## src/hdl/scp_pkg.sv

```systemverilog
// Shared types, constants and helper functions for the slotted command packet parser.
`timescale 1ns / 1ps

package scp_pkg;

    localparam int PACKET_BYTES   = 55;
    localparam int SLOT_COUNT     = 6;
    localparam int SLOT_BYTES     = 9;
    localparam int INDEX_MAX      = 63;
    localparam int ACCEL_MAX      = 40;
    localparam int DELAY_PER_SLOT = 3000;
    localparam int DELAY_MIN      = 2;

    localparam int IDX_W   = 6;
    localparam int SLOT_W  = 3;
    localparam int OFF_W   = 4;
    localparam int DELAY_W = 14;

    localparam int OFF_HIGH  = 3;
    localparam int OFF_ID    = 4;
    localparam int OFF_KICK  = 5;
    localparam int OFF_FLAGS = 6;
    localparam int OFF_ACCEL = 7;

    typedef enum logic [1:0] {
        ST_MATCH   = 2'd0,
        ST_NOMATCH = 2'd1,
        ST_BADLEN  = 2'd2
    } status_t;

    typedef struct packed {
        logic [2:0]        seq;
        logic [SLOT_W-1:0] slot;
        logic [9:0]        vel_x;
        logic [9:0]        vel_y;
        logic [9:0]        vel_w;
        logic [8:0]        drib;
        logic [7:0]        kick;
        logic [3:0]        flags;
        logic [5:0]        accel;
    } pend_t;

    typedef struct packed {
        status_t            status;
        logic [2:0]         seq;
        logic [SLOT_W-1:0]  slot;
        logic [9:0]         vel_x;
        logic [9:0]         vel_y;
        logic [9:0]         vel_w;
        logic [8:0]         drib;
        logic [7:0]         kick;
        logic [3:0]         flags;
        logic [5:0]         accel;
        logic [DELAY_W-1:0] delay;
    } res_t;

    function automatic logic [DELAY_W-1:0] reply_delay(input logic [SLOT_W-1:0] slot);
        logic [DELAY_W+SLOT_W-1:0] prod;
        begin
            prod = (DELAY_W+SLOT_W)'(slot) * (DELAY_W+SLOT_W)'(DELAY_PER_SLOT);
            if (prod < (DELAY_W+SLOT_W)'(DELAY_MIN))
            begin
                prod = (DELAY_W+SLOT_W)'(DELAY_MIN);
            end
            return prod[DELAY_W-1:0];
        end
    endfunction

endpackage

```

## src/hdl/slotted_command_packet_parser.sv

```systemverilog
// Top level of the slotted command packet parser.
//
// Received packet bytes arrive as requests on the slave stream, one byte per
// request, with s_tlast set on the final byte of a packet. Each packet yields
// exactly one result request on the master stream, issued on the last byte.
// A byte is taken every cycle while s_tready is high; throughput is one byte
// per cycle, set by the single capture stage that handles each byte as it is
// accepted. The result is registered in the output register behind m_tvalid,
// or in the skid register while it stalls. The receive id is written through
// own_id_wr_en and own_id_wr_data; the user must write it only while the block
// is idle, which the block does not enforce. A skid register backs the output
// register; a stalled receiver holds one result while one more is captured, and
// s_tready drops only when both are full. Reset clears the byte position, kept
// kick values, receive id and both output stages; the next byte opens a packet.
`timescale 1ns / 1ps

module slotted_command_packet_parser
    import scp_pkg::*;
(
    input  logic        clk,
    input  logic        rst_n,
    input  logic        own_id_wr_en,
    input  logic [3:0]  own_id_wr_data,
    input  logic        s_tvalid,
    output logic        s_tready,
    input  logic [7:0]  s_tdata,  // rx_byte
    input  logic        s_tlast,  // last_byte
    output logic        m_tvalid,
    input  logic        m_tready,
    // seq_number, matched_slot, vel_x, vel_y, vel_w, dribbler_speed,
    // kick_strength, kick_flags, accel_cap, reply_delay, zero fill
    output logic [79:0] m_tdata,
    output logic [1:0]  m_tuser   // packet_status
);

    logic accept;
    logic res_valid;
    res_t res;
    res_t out_data;

    assign accept = s_tvalid && s_tready;

    scp_capture u_capture (
        .clk            (clk),
        .rst_n          (rst_n),
        .own_id_wr_en   (own_id_wr_en),
        .own_id_wr_data (own_id_wr_data),
        .accept         (accept),
        .rx_byte        (s_tdata),
        .last_byte      (s_tlast),
        .res_valid      (res_valid),
        .res            (res)
    );

    scp_outbuf u_outbuf (
        .clk       (clk),
        .rst_n     (rst_n),
        .push      (res_valid),
        .push_data (res),
        .space     (s_tready),
        .out_valid (m_tvalid),
        .out_ready (m_tready),
        .out_data  (out_data)
    );

    assign m_tuser = out_data.status;
    assign m_tdata = {3'b000, out_data.delay, out_data.accel, out_data.flags, out_data.kick,
                      out_data.drib, out_data.vel_w, out_data.vel_y, out_data.vel_x,
                      out_data.slot, out_data.seq};

endmodule

```

## src/hdl/scp_capture.sv

```systemverilog
// Byte position tracking, slot selection and field capture for each received packet.
`timescale 1ns / 1ps

module scp_capture
    import scp_pkg::*;
(
    input  logic       clk,
    input  logic       rst_n,
    input  logic       own_id_wr_en,
    input  logic [3:0] own_id_wr_data,
    input  logic       accept,
    input  logic [7:0] rx_byte,
    input  logic       last_byte,
    output logic       res_valid,
    output res_t       res
);

    logic [3:0]        own_id_reg;
    logic [IDX_W-1:0]  index_reg, index_next;
    logic [SLOT_W-1:0] slot_reg, slot_next;
    logic [OFF_W-1:0]  off_reg, off_next;
    logic              found_reg, found_next;
    pend_t             pend_reg, pend_next;
    logic [7:0]        kick_reg, kick_next;
    logic [3:0]        flags_reg, flags_next;
    logic [5:0]        accel_reg, accel_next;
    logic [7:0]        sb_reg [4];
    logic              sb_we;
    logic [7:0]        high_bits;
    logic [3:0]        drib_nib;
    logic              in_slot;

    always_comb
    begin
        index_next = index_reg;
        slot_next  = slot_reg;
        off_next   = off_reg;
        found_next = found_reg;
        pend_next  = pend_reg;
        kick_next  = kick_reg;
        flags_next = flags_reg;
        accel_next = accel_reg;
        sb_we      = 1'b0;
        high_bits  = sb_reg[OFF_HIGH];
        drib_nib   = rx_byte[7:4];
        in_slot    = (index_reg < IDX_W'(PACKET_BYTES)) && (slot_reg < SLOT_W'(SLOT_COUNT));
        res_valid  = 1'b0;
        res        = '0;

        if (accept)
        begin
            if (index_reg == '0)
            begin
                pend_next     = '0;
                pend_next.seq = rx_byte[2:0];
                found_next    = 1'b0;
            end
            else if (in_slot)
            begin
                if (off_reg < OFF_W'(OFF_ID))
                begin
                    sb_we = !found_reg;
                end
                else if (off_reg == OFF_W'(OFF_ID))
                begin
                    if (!found_reg && rx_byte[3:0] == own_id_reg)
                    begin
                        found_next      = 1'b1;
                        pend_next.slot  = slot_reg;
                        pend_next.vel_x = {high_bits[1:0], sb_reg[0]};
                        pend_next.vel_y = {high_bits[3:2], sb_reg[1]};
                        pend_next.vel_w = {high_bits[5:4], sb_reg[2]};
                        pend_next.drib  = {drib_nib, drib_nib, drib_nib[3]};
                    end
                end
                else if (found_reg && pend_reg.slot == slot_reg)
                begin
                    if (off_reg == OFF_W'(OFF_KICK))
                    begin
                        pend_next.kick = rx_byte;
                    end
                    else if (off_reg == OFF_W'(OFF_FLAGS))
                    begin
                        pend_next.flags = rx_byte[3:0];
                    end
                    else if (off_reg == OFF_W'(OFF_ACCEL))
                    begin
                        pend_next.accel = (rx_byte > 8'(ACCEL_MAX)) ? 6'(ACCEL_MAX)
                                                                     : rx_byte[5:0];
                    end
                end
            end

            if (index_reg != '0 && index_reg < IDX_W'(PACKET_BYTES))
            begin
                if (off_reg == OFF_W'(SLOT_BYTES - 1))
                begin
                    off_next  = '0;
                    slot_next = slot_reg + 1'b1;
                end
                else
                begin
                    off_next = off_reg + 1'b1;
                end
            end

            if (index_reg != IDX_W'(INDEX_MAX))
            begin
                index_next = index_reg + 1'b1;
            end

            if (last_byte)
            begin
                res_valid = 1'b1;
                if (index_reg != IDX_W'(PACKET_BYTES - 1))
                begin
                    res.status = ST_BADLEN;
                end
                else
                begin
                    res.seq = pend_next.seq;
                    if (found_next)
                    begin
                        kick_next  = pend_next.kick;
                        flags_next = pend_next.flags;
                        accel_next = pend_next.accel;
                        res.status = ST_MATCH;
                        res.slot   = pend_next.slot;
                        res.vel_x  = pend_next.vel_x;
                        res.vel_y  = pend_next.vel_y;
                        res.vel_w  = pend_next.vel_w;
                        res.drib   = pend_next.drib;
                        res.delay  = reply_delay(pend_next.slot);
                    end
                    else
                    begin
                        res.status = ST_NOMATCH;
                    end
                end
                res.kick   = kick_next;
                res.flags  = flags_next;
                res.accel  = accel_next;
                index_next = '0;
                slot_next  = '0;
                off_next   = '0;
                found_next = 1'b0;
            end
        end
    end

    always_ff @(posedge clk or negedge rst_n)
    begin
        if (!rst_n)
        begin
            own_id_reg <= '0;
            index_reg  <= '0;
            slot_reg   <= '0;
            off_reg    <= '0;
            found_reg  <= 1'b0;
            pend_reg   <= '0;
            kick_reg   <= '0;
            flags_reg  <= '0;
            accel_reg  <= '0;
        end
        else
        begin
            if (own_id_wr_en)
            begin
                own_id_reg <= own_id_wr_data;
            end
            index_reg <= index_next;
            slot_reg  <= slot_next;
            off_reg   <= off_next;
            found_reg <= found_next;
            pend_reg  <= pend_next;
            kick_reg  <= kick_next;
            flags_reg <= flags_next;
            accel_reg <= accel_next;
        end
    end

    always_ff @(posedge clk)
    begin
        if (sb_we)
        begin
            sb_reg[off_reg[1:0]] <= rx_byte;
        end
    end

endmodule

```

## src/hdl/scp_outbuf.sv

```systemverilog
// Output register with a skid stage for parsed packet results.
`timescale 1ns / 1ps

module scp_outbuf
    import scp_pkg::*;
(
    input  logic clk,
    input  logic rst_n,
    input  logic push,
    input  res_t push_data,
    output logic space,
    output logic out_valid,
    input  logic out_ready,
    output res_t out_data
);

    logic out_valid_reg, out_valid_next;
    logic skid_valid_reg, skid_valid_next;
    res_t out_reg, out_next;
    res_t skid_reg, skid_next;

    always_comb
    begin
        out_valid_next  = out_valid_reg;
        skid_valid_next = skid_valid_reg;
        out_next        = out_reg;
        skid_next       = skid_reg;
        if (!out_valid_reg || out_ready)
        begin
            if (skid_valid_reg)
            begin
                out_valid_next  = 1'b1;
                out_next        = skid_reg;
                skid_valid_next = push;
                skid_next       = push_data;
            end
            else
            begin
                out_valid_next = push;
                out_next       = push_data;
            end
        end
        else if (push)
        begin
            skid_valid_next = 1'b1;
            skid_next       = push_data;
        end
    end

    always_ff @(posedge clk or negedge rst_n)
    begin
        if (!rst_n)
        begin
            out_valid_reg  <= 1'b0;
            skid_valid_reg <= 1'b0;
        end
        else
        begin
            out_valid_reg  <= out_valid_next;
            skid_valid_reg <= skid_valid_next;
        end
    end

    always_ff @(posedge clk)
    begin
        out_reg  <= out_next;
        skid_reg <= skid_next;
    end

    assign space     = !skid_valid_reg;
    assign out_valid = out_valid_reg;
    assign out_data  = out_reg;

endmodule

```

## config.mk

```make
export PLATFORM = sky130hd
export DESIGN_NAME = slotted_command_packet_parser
export DESIGN_NICKNAME = d
export VERILOG_FILES = /design/src/hdl/scp_pkg.sv /design/src/hdl/slotted_command_packet_parser.sv /design/src/hdl/scp_capture.sv /design/src/hdl/scp_outbuf.sv
export SDC_FILE = /design/constraint.sdc
export NUM_CORES = 1
export LEC_CHECK = 0
export BUFFER_PORTS_ARGS = -buffer_cell sky130_fd_sc_hd__buf_4
export CORE_ASPECT_RATIO = 2
export CORE_MARGIN = 8
export CORE_UTILIZATION = 60
export CTS_CLUSTER_DIAMETER = 50
export CTS_CLUSTER_SIZE = 24
export DETAILED_ROUTE_END_ITERATION = 16
export PLACE_DENSITY = 0.79
export SYNTH_ARGS = -nofsm -noshare
export SYNTH_HDL_FRONTEND = slang
export SYNTH_SLANG_ARGS = --single-unit
```

## constraint.sdc

```tcl
create_clock -name clk -period 9.5 [get_ports clk]
set_clock_uncertainty 0.2 [all_clocks]
set_input_delay 1.425 -clock clk [delete_from_list [all_inputs] [get_ports clk]]
set_output_delay 1.425 -clock clk [all_outputs]
set_load 0.1 [all_outputs]
```

==> reports/qor.txt <==
Post-DP HPWL: 17.9 mm
Die area: 25600 um2
Vias per cell: 5.93
Inserted Clock Buffers: 16
Layout cell share with drive strength beyond 1: 17.0%
Global placement routability congestion: 0.838
Async set-reset flop share out of synthesis: 35.4%
Cells after synthesis: 979
Busiest grt layer: met2
Clock sinks: 285
EDFF count, synth: 184
CTS tree: yes
Most frequent cells in the layout: edfxtp_1, nand2_1, buf_4, dfrtp_1, a21o_1
Die Ht: 218 um
Clk pwr share: 27.5%
Clock-pin slew on the worst setup and hold paths: 0.08 ns
CP required: 9.54 ns
Design Power: 2.68 mW
Largest net degree at the start of global routing: 81
Worst-Skew Late Latency: 0.52 ns
Core area: 20300 um2
Post-CTS setup buffer count: 0
Site Rows: 74
Max-slew violations: 0
Most common cell after layout, fill and taps aside: edfxtp_1
Fillers: 1469
PostCTS Resize Cnt: 0
Final WS setup: 3.70 ns
Gr ovfl total: 0
Combinational Power Share: 18.6%
Crit path DAT: 5.85 ns
Outcome: finished, final reports clean
Main synth FF type: edfxtp_1
Met3 track demand over resource: 2.10%
Ant. Diodes: 0
Yosys top cell area share: 45.0%
Pre-CTS WS: 3.23 ns
Area Growth Syn to Fin: 11.5%
Top-Level Pins: 102
Post-synthesis cell area: 12300 um2
RSZ-0062 raised after global routing: no
Max-cap violations: 0
CTS Hold Bufs: 0
Synth Area per Inst: 12.5 um2
Minimum clock period: 5.80 ns
Yosys top cell by area: edfxtp_1
Vias in the first global route: 7791
DRC errors left: 0
P_int: 1.84 mW
Die width: 117 um
Initial drt markers: 536
Via count: 7851
Power share of the sequential group: 53.9%
Leak: 5.90 nW
Detailed-router iteration count before antenna repair: 4
Period utilization: 61.1%
WHS: 0.277 ns
CTS H-Tree Depth: 1
CP Max Fanout: 35
Slew headroom: 30.6%
GRT Util Overall: 21.4%
Met1 GRT Util: 25.0%
Post-layout util: 67.5%
Register area share after synthesis: 65.6%
Fin. Hold Viols: 0
Slew @ Worst Pin: 1.04 ns
Post-route ant nets: 0
Setup TNS: 0 ns
Wirelength per Cell: 20.3 um
Warning count from the yosys run: 0
Initial cell density of the core: 60.6%
Sw frac: 31.2%
Pwr dens: 196 nW/um2
Setup crit start kind: input port
Register bit total from synthesis: 285
NumNets Final: 1082
First-pass GRT wire length: 41.9 mm
Worst IR Drop VDD: 0.213 mV
Clk root buf: clkbuf_16
Switching power: 0.837 mW
Hold Crit Class: flip-flop to flip-flop
Top post-synthesis cells by area: edfxtp_1, dfrtp_1, nand2_1
Met2 Use GR: 37.9%
Count of input and output buffers: 96
Crit Path Class: input port to flip-flop
Initial antenna violation count: 0
Synth unique cells: 72
DRT Wirelength: 26.9 mm
CP Capture Type: flip-flop
CTS Buffer Depth: 3
Fmax: 172 MHz
Final setup viols: 0
[power groups by stage]
stage                     clock (mW)  sequential, mW  combinational, mW
after global routing           0.786            1.45              0.518
after detailed placement           0            1.47              0.500
after global placement             0            1.47              0.493
final                          0.737            1.44              0.497
after CTS                      0.748            1.45              0.500
after floorplan                    0            1.72              0.134
[through the flow]
step | cells | area (um2)
2_1_floorplan | 983 | 12300
3_3_place_gp | 1296 | 13200
3_5_place_dp | 1296 | 13200
4_1_cts | 1324 | 13700
5_1_grt | 1324 | 13700
6_report | 1324 | 13700
[worst max-delay path, cell delays in order]
cell and delay, ns:
buf_4 0.18, xor2_2 0.18, nor4_4 0.36, and2_4 0.49, mux2_4 0.38, inv_2 0.11, xnor2_1 0.12, ha_1 0.20
or2_2 0.31, ha_1 0.37, nand2_1 0.09, o21ai_1 0.38, xor2_1 0.21, nor4_1 0.37, nor4_2 0.12, a2111oi_4 0.41
o21ai_1 0.11
[layout make-up]
cell class,count,area [um2],area share [%]
sequential,285,8050,58.8
multi-input combinational,621,3950,28.8
timing repair buffer,108,811,5.92
clock buffer,24,452,3.30
tap,266,333,2.43
inverter,16,62.6,0.457
clock inverter,4,37.5,0.274
[cell families after synthesis]
family          count (synthesis)  share of synthesized area, %
simple gates                  303                          11.1
flops                         285                          65.6
compound gates                237                          13.7
buf+inv                        77                          2.83
mux                            44                          3.85
fa+ha+maj                      17                          1.77
xor+xnor                       15                          1.19
other cells                     1                        0.0305
[final timing paths]
| kind | from | end | cells past startpoint | slack [ns] |
|---|---|---|---|---|
| max | s_tdata[2] | u_outbuf.out_data[4]$_DFFE_PP_ | 17 | 3.70 |
| min in group asynchronous | rst_n | u_capture.off_reg[0]$_DFFE_PN0P_ | 1 | 0.73 |
| max reg2reg | u_capture.off_reg[0]$_DFFE_PN0P_ | u_outbuf.out_data[4]$_DFFE_PP_ | 18 | 4.10 |
| min reg2reg | u_capture.pend_reg[16]$_DFFE_PN0P_ | u_capture.pend_reg[16]$_DFFE_PN0P_ | 2 | 0.28 |
| min | u_capture.pend_reg[16]$_DFFE_PN0P_ | u_capture.pend_reg[16]$_DFFE_PN0P_ | 2 | 0.28 |
| max in group asynchronous | rst_n | u_outbuf.skid_valid_reg$_DFFE_PN0P_ | 2 | 7.21 |
[metal layers]
layer | up-vias | part of all wire [%]
met5 | - | 0
met4 | 0 | 4.2
met3 | 53 | 5.2
met2 | 253 | 53
met1 | 3919 | 37
li1 | 3626 | -
[synthesized netlist by cell type, types with 3 or more instances]
master	n
clkbuf_1	37
or2_2	3
nor3b_1	3
nand2b_1	3
o21ai_1	4
buf_2	10
nor3_1	18
a22o_1	42
xnor2_1	11
mux2_2	20
nor2_1	55
o21a_1	9
and2_1	17
a21o_1	69
a31o_2	3
a2bb2oi_1	4
nand3_1	8
inv_1	14
a21oi_1	58
ha_1	15
edfxtp_1	184
dfrtp_1	101
mux2i_1	21
o21ai_0	27
nand2_1	171
buf_1	3
and3_1	4
nor4_1	3
buf_4	7
Power figures use the tool's default switching activity.
